$ cat src/rtl/tstk_pkg.sv
// Package for the timestamp text to ticks parser.
// Holds the parse state type, the scaled term type and the character and tick constants.
// No dependencies.
package tstk_pkg;

  // Character codes
  localparam logic [7:0] CHAR_COLON = 8'h3A;
  localparam logic [7:0] CHAR_DOT   = 8'h2E;
  localparam logic [7:0] CHAR_ZERO  = 8'h30;
  localparam logic [7:0] CHAR_NINE  = 8'h39;

  // Tick scale factors (100 us per tick)
  localparam logic [31:0] TICKS_PER_HOUR = 32'd36000000;
  localparam logic [31:0] TICKS_PER_MIN  = 32'd600000;
  localparam logic [31:0] TICKS_PER_SEC  = 32'd10000;

  // Colon count saturates here; reaching it is an error
  localparam logic [1:0] COLONS_MAX = 2'd3;
  localparam logic [1:0] COLONS_HMS = 2'd2;
  localparam logic [1:0] COLONS_NONE = 2'd0;

  // Fraction digit bookkeeping
  localparam logic [2:0] FRAC_KEEP   = 3'd4;
  localparam logic [2:0] FRAC_ROUNDED = 3'd5;
  localparam logic [3:0] ROUND_DIGIT = 4'd5;

  // Running parse state, also the snapshot handed on at the last character
  typedef struct packed {
    logic [31:0] current;
    logic [31:0] previous;
    logic [31:0] oldest;
    logic [1:0]  colons;
    logic        closed;
    logic        dot;
    logic [13:0] frac_value;
    logic [2:0]  frac_digits;
    logic        round_up;
    logic        colon_after_dot;
  } tstk_state_t;

  // Scaled terms of one result, summed by the output stage
  typedef struct packed {
    logic [31:0] hr_term;
    logic [31:0] min_term;
    logic [31:0] sec_term;
    logic [13:0] frac_term;
    logic        err;
  } tstk_terms_t;

endpackage

$ cat src/rtl/timestamp_text_to_ticks.sv
// Timestamp text to ticks: top level with the summing output register.
// Instantiates tstk_parser and tstk_scale; uses tstk_pkg.
//
// Input channel: one character word per handshake (char_code_i, last_char_i)
// on in_valid_i / in_ready_o. Forms: ticks, sec.frac, min:sec[.frac] and
// hr:min:sec[.frac]. Only the word marked last_char_i yields a result.
// Output channel: tick_count_o (100 us ticks, modulo 2^32) and parse_error_o
// on out_valid_o / out_ready_i; on error the tick count is zero.
// Throughput: one character word per cycle while in_ready_o is high, strings back to back.
// Pipeline: three register stages (parser snapshot, scaled terms, output);
// the result passes through each in turn after the last character is
// accepted. Each stage holds its word while the next is occupied, so a
// stalled receiver fills the stages and in_ready_o then drops; characters
// that are not last still wait for the snapshot stage to be free.
// Reset clears the parse state and all valid flags; no words are in flight.
module timestamp_text_to_ticks (
  input  logic        clk_i,
  input  logic        rst_ni,
  input  logic        in_valid_i,
  output logic        in_ready_o,
  input  logic [7:0]  char_code_i,
  input  logic        last_char_i,
  output logic        out_valid_o,
  input  logic        out_ready_i,
  output logic [31:0] tick_count_o,
  output logic        parse_error_o
);
  import tstk_pkg::*;

  tstk_state_t snap;
  logic        snap_valid, snap_ready;
  tstk_terms_t terms;
  logic        terms_valid, terms_ready;

  logic        out_valid_q, out_valid_d;
  logic [31:0] tick_q, tick_d;
  logic        err_q;
  logic        sum_accept;

  tstk_parser u_parser (
    .clk_i        (clk_i),
    .rst_ni       (rst_ni),
    .in_valid_i   (in_valid_i),
    .in_ready_o   (in_ready_o),
    .char_code_i  (char_code_i),
    .last_char_i  (last_char_i),
    .snap_valid_o (snap_valid),
    .snap_ready_i (snap_ready),
    .snap_o       (snap)
  );

  tstk_scale u_scale (
    .clk_i         (clk_i),
    .rst_ni        (rst_ni),
    .snap_valid_i  (snap_valid),
    .snap_ready_o  (snap_ready),
    .snap_i        (snap),
    .terms_valid_o (terms_valid),
    .terms_ready_i (terms_ready),
    .terms_o       (terms)
  );

  // Output stage: sum of the four terms
  assign terms_ready = !out_valid_q || out_ready_i;
  assign sum_accept  = terms_valid && terms_ready;

  always_comb begin
    tick_d      = 32'(terms.hr_term + terms.min_term + terms.sec_term
                      + 32'(terms.frac_term));
    out_valid_d = (out_valid_q && !out_ready_i) || sum_accept;
  end

  always_ff @(posedge clk_i or negedge rst_ni) begin
    if (!rst_ni) out_valid_q <= 1'b0;
    else         out_valid_q <= out_valid_d;
  end

  always_ff @(posedge clk_i) begin
    if (sum_accept) begin
      tick_q <= tick_d;
      err_q  <= terms.err;
    end
  end

  assign out_valid_o   = out_valid_q;
  assign tick_count_o  = tick_q;
  assign parse_error_o = err_q;

`ifndef SYNTH
  a_err_zero_ticks: assert property (@(posedge clk_i) disable iff (!rst_ni)
    out_valid_o && parse_error_o |-> tick_count_o == 32'd0)
    else $error("error word carries a nonzero tick count");

  a_err_zero_terms: assert property (@(posedge clk_i) disable iff (!rst_ni)
    terms_valid && terms.err |-> (terms.hr_term == 32'd0) && (terms.min_term == 32'd0)
      && (terms.sec_term == 32'd0) && (terms.frac_term == 14'd0))
    else $error("error word carries nonzero terms");

  a_frac_range: assert property (@(posedge clk_i) disable iff (!rst_ni)
    terms_valid |-> terms.frac_term <= 14'd10000)
    else $error("scaled fraction out of range");

  a_terms_hold: assert property (@(posedge clk_i) disable iff (!rst_ni)
    terms_valid && !terms_ready |=> terms_valid && $stable(terms))
    else $error("terms stage dropped or changed a blocked word");
`endif

endmodule

$ cat src/rtl/tstk_parser.sv
// Character parser: updates the field state once per accepted word and hands a
// snapshot of the final state onward on the last character. Uses tstk_pkg.
module tstk_parser (
  input  logic                clk_i,
  input  logic                rst_ni,
  input  logic                in_valid_i,
  output logic                in_ready_o,
  input  logic [7:0]          char_code_i,
  input  logic                last_char_i,
  output logic                snap_valid_o,
  input  logic                snap_ready_i,
  output tstk_pkg::tstk_state_t snap_o
);
  import tstk_pkg::*;

  tstk_state_t st_q, st_d, nxt;
  tstk_state_t snap_q;
  logic        snap_valid_q, snap_valid_d;
  logic        accept;
  logic        is_digit;
  logic [3:0]  digit;

  assign in_ready_o = !snap_valid_q || snap_ready_i;
  assign accept     = in_valid_i && in_ready_o;

  // Next parse state for the incoming character
  always_comb begin
    is_digit = (char_code_i >= CHAR_ZERO) && (char_code_i <= CHAR_NINE);
    digit    = is_digit ? 4'(char_code_i - CHAR_ZERO) : 4'd0;
    nxt      = st_q;
    if (char_code_i == CHAR_COLON) begin
      if (st_q.colons != COLONS_MAX) nxt.colons = st_q.colons + 2'd1;
      if (st_q.dot) begin
        nxt.colon_after_dot = 1'b1;
      end else begin
        nxt.oldest   = st_q.previous;
        nxt.previous = st_q.current;
        nxt.current  = '0;
        nxt.closed   = 1'b0;
      end
    end else if (!st_q.dot) begin
      if (char_code_i == CHAR_DOT) begin
        nxt.dot    = 1'b1;
        nxt.closed = 1'b0;
      end else if (is_digit) begin
        if (!st_q.closed) nxt.current = 32'(st_q.current * 32'd10) + 32'(digit);
      end else begin
        nxt.closed = 1'b1;
      end
    end else if (!is_digit) begin
      nxt.closed = 1'b1;
    end else if (!st_q.closed) begin
      if (st_q.frac_digits < FRAC_KEEP) begin
        nxt.frac_value  = 14'(st_q.frac_value * 14'd10) + 14'(digit);
        nxt.frac_digits = st_q.frac_digits + 3'd1;
      end else if (st_q.frac_digits == FRAC_KEEP) begin
        nxt.round_up    = (digit >= ROUND_DIGIT);
        nxt.frac_digits = FRAC_ROUNDED;
      end
    end
  end

  // State clears after each string
  always_comb begin
    st_d = st_q;
    if (accept) st_d = last_char_i ? '0 : nxt;
    snap_valid_d = (snap_valid_q && !snap_ready_i) || (accept && last_char_i);
  end

  always_ff @(posedge clk_i or negedge rst_ni) begin
    if (!rst_ni) begin
      st_q         <= '0;
      snap_valid_q <= 1'b0;
    end else begin
      st_q         <= st_d;
      snap_valid_q <= snap_valid_d;
    end
  end

  // Snapshot payload, no reset needed
  always_ff @(posedge clk_i) begin
    if (accept && last_char_i) snap_q <= nxt;
  end

  assign snap_valid_o = snap_valid_q;
  assign snap_o       = snap_q;

endmodule

$ cat src/rtl/tstk_scale.sv
// Scaling stage: multiplies each field by its tick factor and scales the fraction.
// Takes the parser snapshot, registers the terms. Uses tstk_pkg.
module tstk_scale (
  input  logic                  clk_i,
  input  logic                  rst_ni,
  input  logic                  snap_valid_i,
  output logic                  snap_ready_o,
  input  tstk_pkg::tstk_state_t snap_i,
  output logic                  terms_valid_o,
  input  logic                  terms_ready_i,
  output tstk_pkg::tstk_terms_t terms_o
);
  import tstk_pkg::*;

  tstk_terms_t terms_q, terms_d;
  logic        terms_valid_q, terms_valid_d;
  logic        accept;
  logic [13:0] frac_scaled;

  assign snap_ready_o = !terms_valid_q || terms_ready_i;
  assign accept       = snap_valid_i && snap_ready_o;

  // Fraction padded to four digits, then rounded
  always_comb begin
    case (snap_i.frac_digits)
      3'd1:    frac_scaled = 14'(snap_i.frac_value * 14'd1000);
      3'd2:    frac_scaled = 14'(snap_i.frac_value * 14'd100);
      3'd3:    frac_scaled = 14'(snap_i.frac_value * 14'd10);
      3'd0:    frac_scaled = '0;
      default: frac_scaled = snap_i.frac_value;
    endcase
  end

  // Field products; an error result carries all zero terms
  always_comb begin
    terms_d.err       = (snap_i.colons == COLONS_MAX) || snap_i.colon_after_dot;
    terms_d.hr_term   = (snap_i.colons == COLONS_HMS) ?
                        32'(snap_i.oldest * TICKS_PER_HOUR) : '0;
    terms_d.min_term  = (snap_i.colons != COLONS_NONE) ?
                        32'(snap_i.previous * TICKS_PER_MIN) : '0;
    // bare tick count when there is neither colon nor dot
    terms_d.sec_term  = ((snap_i.colons == COLONS_NONE) && !snap_i.dot) ?
                        snap_i.current : 32'(snap_i.current * TICKS_PER_SEC);
    terms_d.frac_term = frac_scaled + 14'(snap_i.round_up);
    if (terms_d.err) begin
      terms_d.hr_term   = '0;
      terms_d.min_term  = '0;
      terms_d.sec_term  = '0;
      terms_d.frac_term = '0;
    end
    terms_valid_d = (terms_valid_q && !terms_ready_i) || accept;
  end

  always_ff @(posedge clk_i or negedge rst_ni) begin
    if (!rst_ni) terms_valid_q <= 1'b0;
    else         terms_valid_q <= terms_valid_d;
  end

  always_ff @(posedge clk_i) begin
    if (accept) terms_q <= terms_d;
  end

  assign terms_valid_o = terms_valid_q;
  assign terms_o       = terms_q;

endmodule

$ cat config.mk
export PLATFORM = sky130hd
export DESIGN_NAME = timestamp_text_to_ticks
export DESIGN_NICKNAME = d
export VERILOG_FILES = /design/src/rtl/tstk_pkg.sv /design/src/rtl/timestamp_text_to_ticks.sv /design/src/rtl/tstk_parser.sv /design/src/rtl/tstk_scale.sv
export SDC_FILE = /design/constraint.sdc
export NUM_CORES = 2
export LEC_CHECK = 0
export CAP_MARGIN = 25
export CORE_MARGIN = 1.5
export CORE_UTILIZATION = 60
export CTS_CLUSTER_DIAMETER = 150
export CTS_CLUSTER_SIZE = 40
export DETAILED_ROUTE_END_ITERATION = 16
export DONT_BUFFER_PORTS = 1
export PLACE_DENSITY_LB_ADDON = 0.3
export SLEW_MARGIN = 25
export SYNTH_ARGS = -nofsm -noshare
export SYNTH_HDL_FRONTEND = slang
export SYNTH_HIERARCHICAL = 1
export SYNTH_SLANG_ARGS = --single-unit
$ cat constraint.sdc
create_clock -name clk_i -period 9.25 [get_ports clk_i]
set_clock_uncertainty 0.1 [all_clocks]
set_input_delay 0 -clock clk_i [delete_from_list [all_inputs] [get_ports clk_i]]
set_output_delay 0 -clock clk_i [all_outputs]
set_load 0.005 [all_outputs]
# After elaboration in Yosys (flattened, before gate mapping)
# Cells that the tools add are included.
# op_classes
n_addsub	9
mul	8
order_cmp	4
n_eq_ne	10
mux	29
bitwise	3
reduce_logical	30
# ops
cell	count
two-way mux 32 bit	6
two-way mux 119 bit	1
two-way mux 96 bit	1
two-way mux 66 bit	1
adder 32 bit	2
one-hot mux 14 bit (4 select lines)	1
two-way mux 18 bit	3
adder 32 x 14 -> 32 bit	1
adder 32 x 4 -> 32 bit	1
multiplier 32 x 10 -> 28 bit (second input constant)	1
multiplier 32 x 14 -> 26 bit (second input constant)	1
multiplier 32 x 18 -> 24 bit (second input constant)	1
multiplier 32 x 3 -> 31 bit (second input constant)	1
multiplier 14 x 3 -> 13 bit (second input constant)	2
two-way mux 19 bit	1
equality test 8 x 6 -> 1 bit (second input constant)	2
adder 14 x 1 -> 14 bit	1
adder 14 x 4 -> 14 bit	1
multiplier 14 x 5 -> 12 bit (second input constant)	1
multiplier 14 x 7 -> 11 bit (second input constant)	1
two-way mux 14 bit	1
two-way mux 1 bit	10
logical AND 1 bit	9
>= comparator 8 x 6 -> 1 bit (second input constant)	1
23 further kinds	42
# totals
reg_bits	384
input_bits	13

# Depth between registers and ports, before layout
# depth
ltp_word	11
ltp_mapped	21

# Modules after synthesis
# Netlist, hierarchy kept.
# modules_own_cells
module	n_inst	cells_each	area_per_inst_um2	seq_area_each_um2
tstk_scale	1	1921	18014.8	2937.8
tstk_parser	1	1130	13002.5	6576.3
timestamp_text_to_ticks	1	448	4281.6	1016.0

# Least setup slack after synthesis
# Ideal clock, no wire load.
# synth_path
path_kind	flip-flop to flip-flop
startpoint	register u_parser.snap_q, in the netlist u_parser/snap_o[70]
endpoint	register u_scale.terms_q, in the netlist u_scale/terms_o[78], data pin
setup_time_ns	0.273
arrival_ns	5.310
required_ns	8.877
setup_slack_ns	3.568
stages_incl_launch_ff	20
path_buffers	1
cell_sequence	edfxtp_1 > inv_1 > fa_1 > fa_1 > inv_1 > ha_1 > fa_1 > fa_1 > inv_1 > fa_1 > inv_1 > ha_1 > clkbuf_1 > and3_1 > and3_1 > a22o_1 > a31oi_1 > a311oi_1 > a2111oi_0 > o31ai_1
# synth_between
elab_chain_cells	1
# synth_lines
element	line_no	rtl
start, declared	tstk_parser.sv:17	tstk_state_t snap_q;
start signal, assigned	tstk_parser.sv:82	if (accept && last_char_i) snap_q <= nxt;
multiplier 32 x 14 -> 26 bit	tstk_scale.sv:40	32'(snap_i.previous * TICKS_PER_MIN) : '0;
end signal, assigned	tstk_scale.sv:60	if (accept) terms_q <= terms_d;
end, declared	tstk_scale.sv:15	tstk_terms_t terms_q, terms_d;
# Every way passes these cells.
# A chain may end at the register's enable or synchronous reset.

# Final worst setup path
# layout_path
startpoint	register u_parser.snap_q, in the netlist u_parser/snap_o[69]
endpoint	register u_scale.terms_q, in the netlist u_scale/terms_o[78], data pin
# Same word-level chain as after synthesis.

==> results.md <==
- Die extent in x: roughly 240 microns
- DRC viols: 0
- RSZ-0062 raised after global routing: no
- Wirelength per Cell: 19.1 microns
- R2R Setup Slk: 3.05 ns
- Worst Max-Slew Pin Slew: 1.07 ns
- Detailed-placement wirelength estimate: between 60 and 70 mm
- Leakage: 17.2 nW
- I/O pin count: 48
- Die Y: about 240 microns
- GRT Overall Usage: 27.4%
- Root buffer cell: clkbuf_16
- FF-to-FF End: u_scale/terms_o[78]
- Cells after synthesis: about 3.4k
- Startpoint types: flop
- Share of layout cells above drive strength 1: approximately 4.2%
- H-tree depth: 1
- IO Port Bufs: 0
- Max cap viols: 0
- Failing checks: hold timing
- Synth-to-layout area growth: 3.70%
- Slew Viols, Final: 0
- Die area: 58500 sq um
- Final WL: between 70 and 80 mm
- Filler instances: between 4k and 5k
- Antenna violations before repair: 1
- Hold_ws: -0.0571 ns
- Worst r2r src: u_parser/snap_o[69]
- First-pass GRT wire length: 128 mm
- Period Utilization, post-route: 67.0%
- CP Capture Type: flop
- Peak VDD IR: roughly 0.14 mV
- Final Hold Viols: 8
- PostCTS Resize Cnt: 0
- FP Rows: 87
- Largest net degree at the start of global routing: between 100 and 150
- YS warnings: 6
- Final Util: 62.9%
- Clock-pin slew on the worst setup and hold paths: 0.15 ns
- Max_slew headroom: 28.5%
- DRT Pass-1 Iters: 5
- CORE AREA: 56400 sq um
- Post-CTS Setup Inserts: 0
- Final GP Congestion: 0.960
- Via/cell ratio: slightly below 6
- Cell area after synthesis: approximately 34000 sq um
- Clock Latency Late Sink: 0.54 ns
- Initial detailed-routing violation count: 1512
- Fin crit period: 6.20 ns
- Total congestion overflow: 0
- Crit-path max FO: 7
- Worst-path cell chain: inv_1, fa_1, fa_1, inv_1, ha_1, fa_1, fa_1, inv_1, fa_1, inv_1, ha_1, and3_1, and3_1, a22o_1, a31oi_1, a311oi_1, a2111oi_0, o21ai_0, o31ai_1
- Reg2reg path depth: 19
- Fmax: 161 MHz
- Clock Sinks: 342
- Final setup violation count: 0
- Worst Path Required: 9.53 ns
- Register Area: approximately 9700 sq um
- Via count: approximately 24k
- Power Density: 185 nW/um^2
- Layout Nets: 4112
- CTS tree: built
- Max incr delay on CP: around 0.62 ns
- Multi-input gate area: 21300 sq um
- Total CTS buffers: 12
- Via count of the first global-routing pass: 24.5k
- Final setup TNS: 0 ns
- Synthesized area per cell: 9.94 sq um
- Crit path max-delay cell type: a2111oi_0
- Worst hold-check path type: in2async
- Arrival @ worst endpoint: 6.47 ns
- Post-DRT Antenna Nets: 0
- CTS max path bufs: 3
- Status: finished, violations left
- Crit-path most repeated cell: fa_1
- Initial core utilization: roughly 61%
- Kind of critical path: reg2reg
area by class of cell:
type,count,area share (%)
multi-input cells,2278,60.2
well taps,756,2.67
repair buffers,34,1.00
clock buffers,18,0.970
diodes,1,0.00705
flip-flops and latches,342,27.4
clock inverters,2,0.0564
inverters,729,7.72
metal layers:
| layer | vias to the layer above | global-route usage, % | share of wire (%) |
|---|---|---|---|
| met5 | - | 0 | 0 |
| met4 | 0 | 8.69 | 3.2 |
| met3 | 114 | 3.58 | 4.9 |
| met2 | 612 | 45.0 | 46 |
| met1 | 11900 | 37.8 | 45 |
| li1 | 11400 | - | - |
power by group:
part,internal [mW],switching [mW]
clock,0.270,0.468
sequential,1.87,0.0894
combinational,1.61,2.27
total,3.75,2.83
stage by stage:
stage	area (sq um)	hold WS [ns]	std cells	setup slack, ns	power, mW
6_report	35500	-0.0571	4160	3.05	6.58
5_1_grt	35500	0.0137	4159	2.71	7.15
4_1_cts	35500	0.00931	4158	3.11	6.58
3_5_place_dp	34900	-0.391	4120	3.14	5.80
3_3_place_gp	34900	-0.391	4120	3.32	5.69
2_1_floorplan	34300	-0.396	3455	3.57	4.94
sequential cells by signal (all words and copies together) (netlist names):
register               cells
u_parser/snap_valid_o      1
u_parser/snap_o          104
tick_count_o              32
u_scale/terms_o           97
parse_error_o              1
u_scale/terms_valid_o      1
out_valid_o                1
u_parser/st_q            105
worst max-delay path: cells and delay by family, from the launching register on:
kind,cells,cell delay [ns]
adder cells (fa/ha/maj),7,3.08
AO/OA/AOI/OAI,6,1.50
buffers and inverters,4,0.40
AND/OR/NAND/NOR,2,0.40
flip-flops,1,0.53
cells in the final DEF (no fill, tap or decap), drive strengths merged, types with 9 or more instances in the layout:
master	instances
nor2b	20
nand2	192
mux2	55
o31ai	19
a21oi	141
nor2	158
a211oi	30
and3	40
o211ai	16
o21bai	13
a22o	107
nand2b	22
inv	729
buf	18
dlygate4sd3	16
nor4	14
o21ai	120
and2	22
nand4	14
mux2i	9
xnor2	139
clkbuf	18
dfrtp	108
nor3	56
conb	14
or3	19
a31oi	19
nand3	48
xor2	68
ha	412
fa	290
or2	13
o21a	23
edfxtp	234
a21o	47
worst max-delay path by stage:
stage	from	end	slack [ns]
detailed placement	u_parser/snap_o[70]	u_scale/terms_o[78]	3.14
CTS	u_parser/snap_o[70]	u_scale/terms_o[78]	3.11
finish	u_parser/snap_o[69]	u_scale/terms_o[78]	3.05
global placement	u_parser/snap_o[69]	u_scale/terms_o[78]	3.32
global route	u_parser/snap_o[67]	u_scale/terms_o[78]	2.71
floorplan	u_parser/snap_o[70]	u_scale/terms_o[78]	3.57
timing repair:
item                                    4_1_cts  5_1_grt
hold buffers                                 18        0
endpoints found under the hold margin       184        0
endpoints found under the setup margin        0        0
No activity file was read; power rests on OpenSTA's default activity.
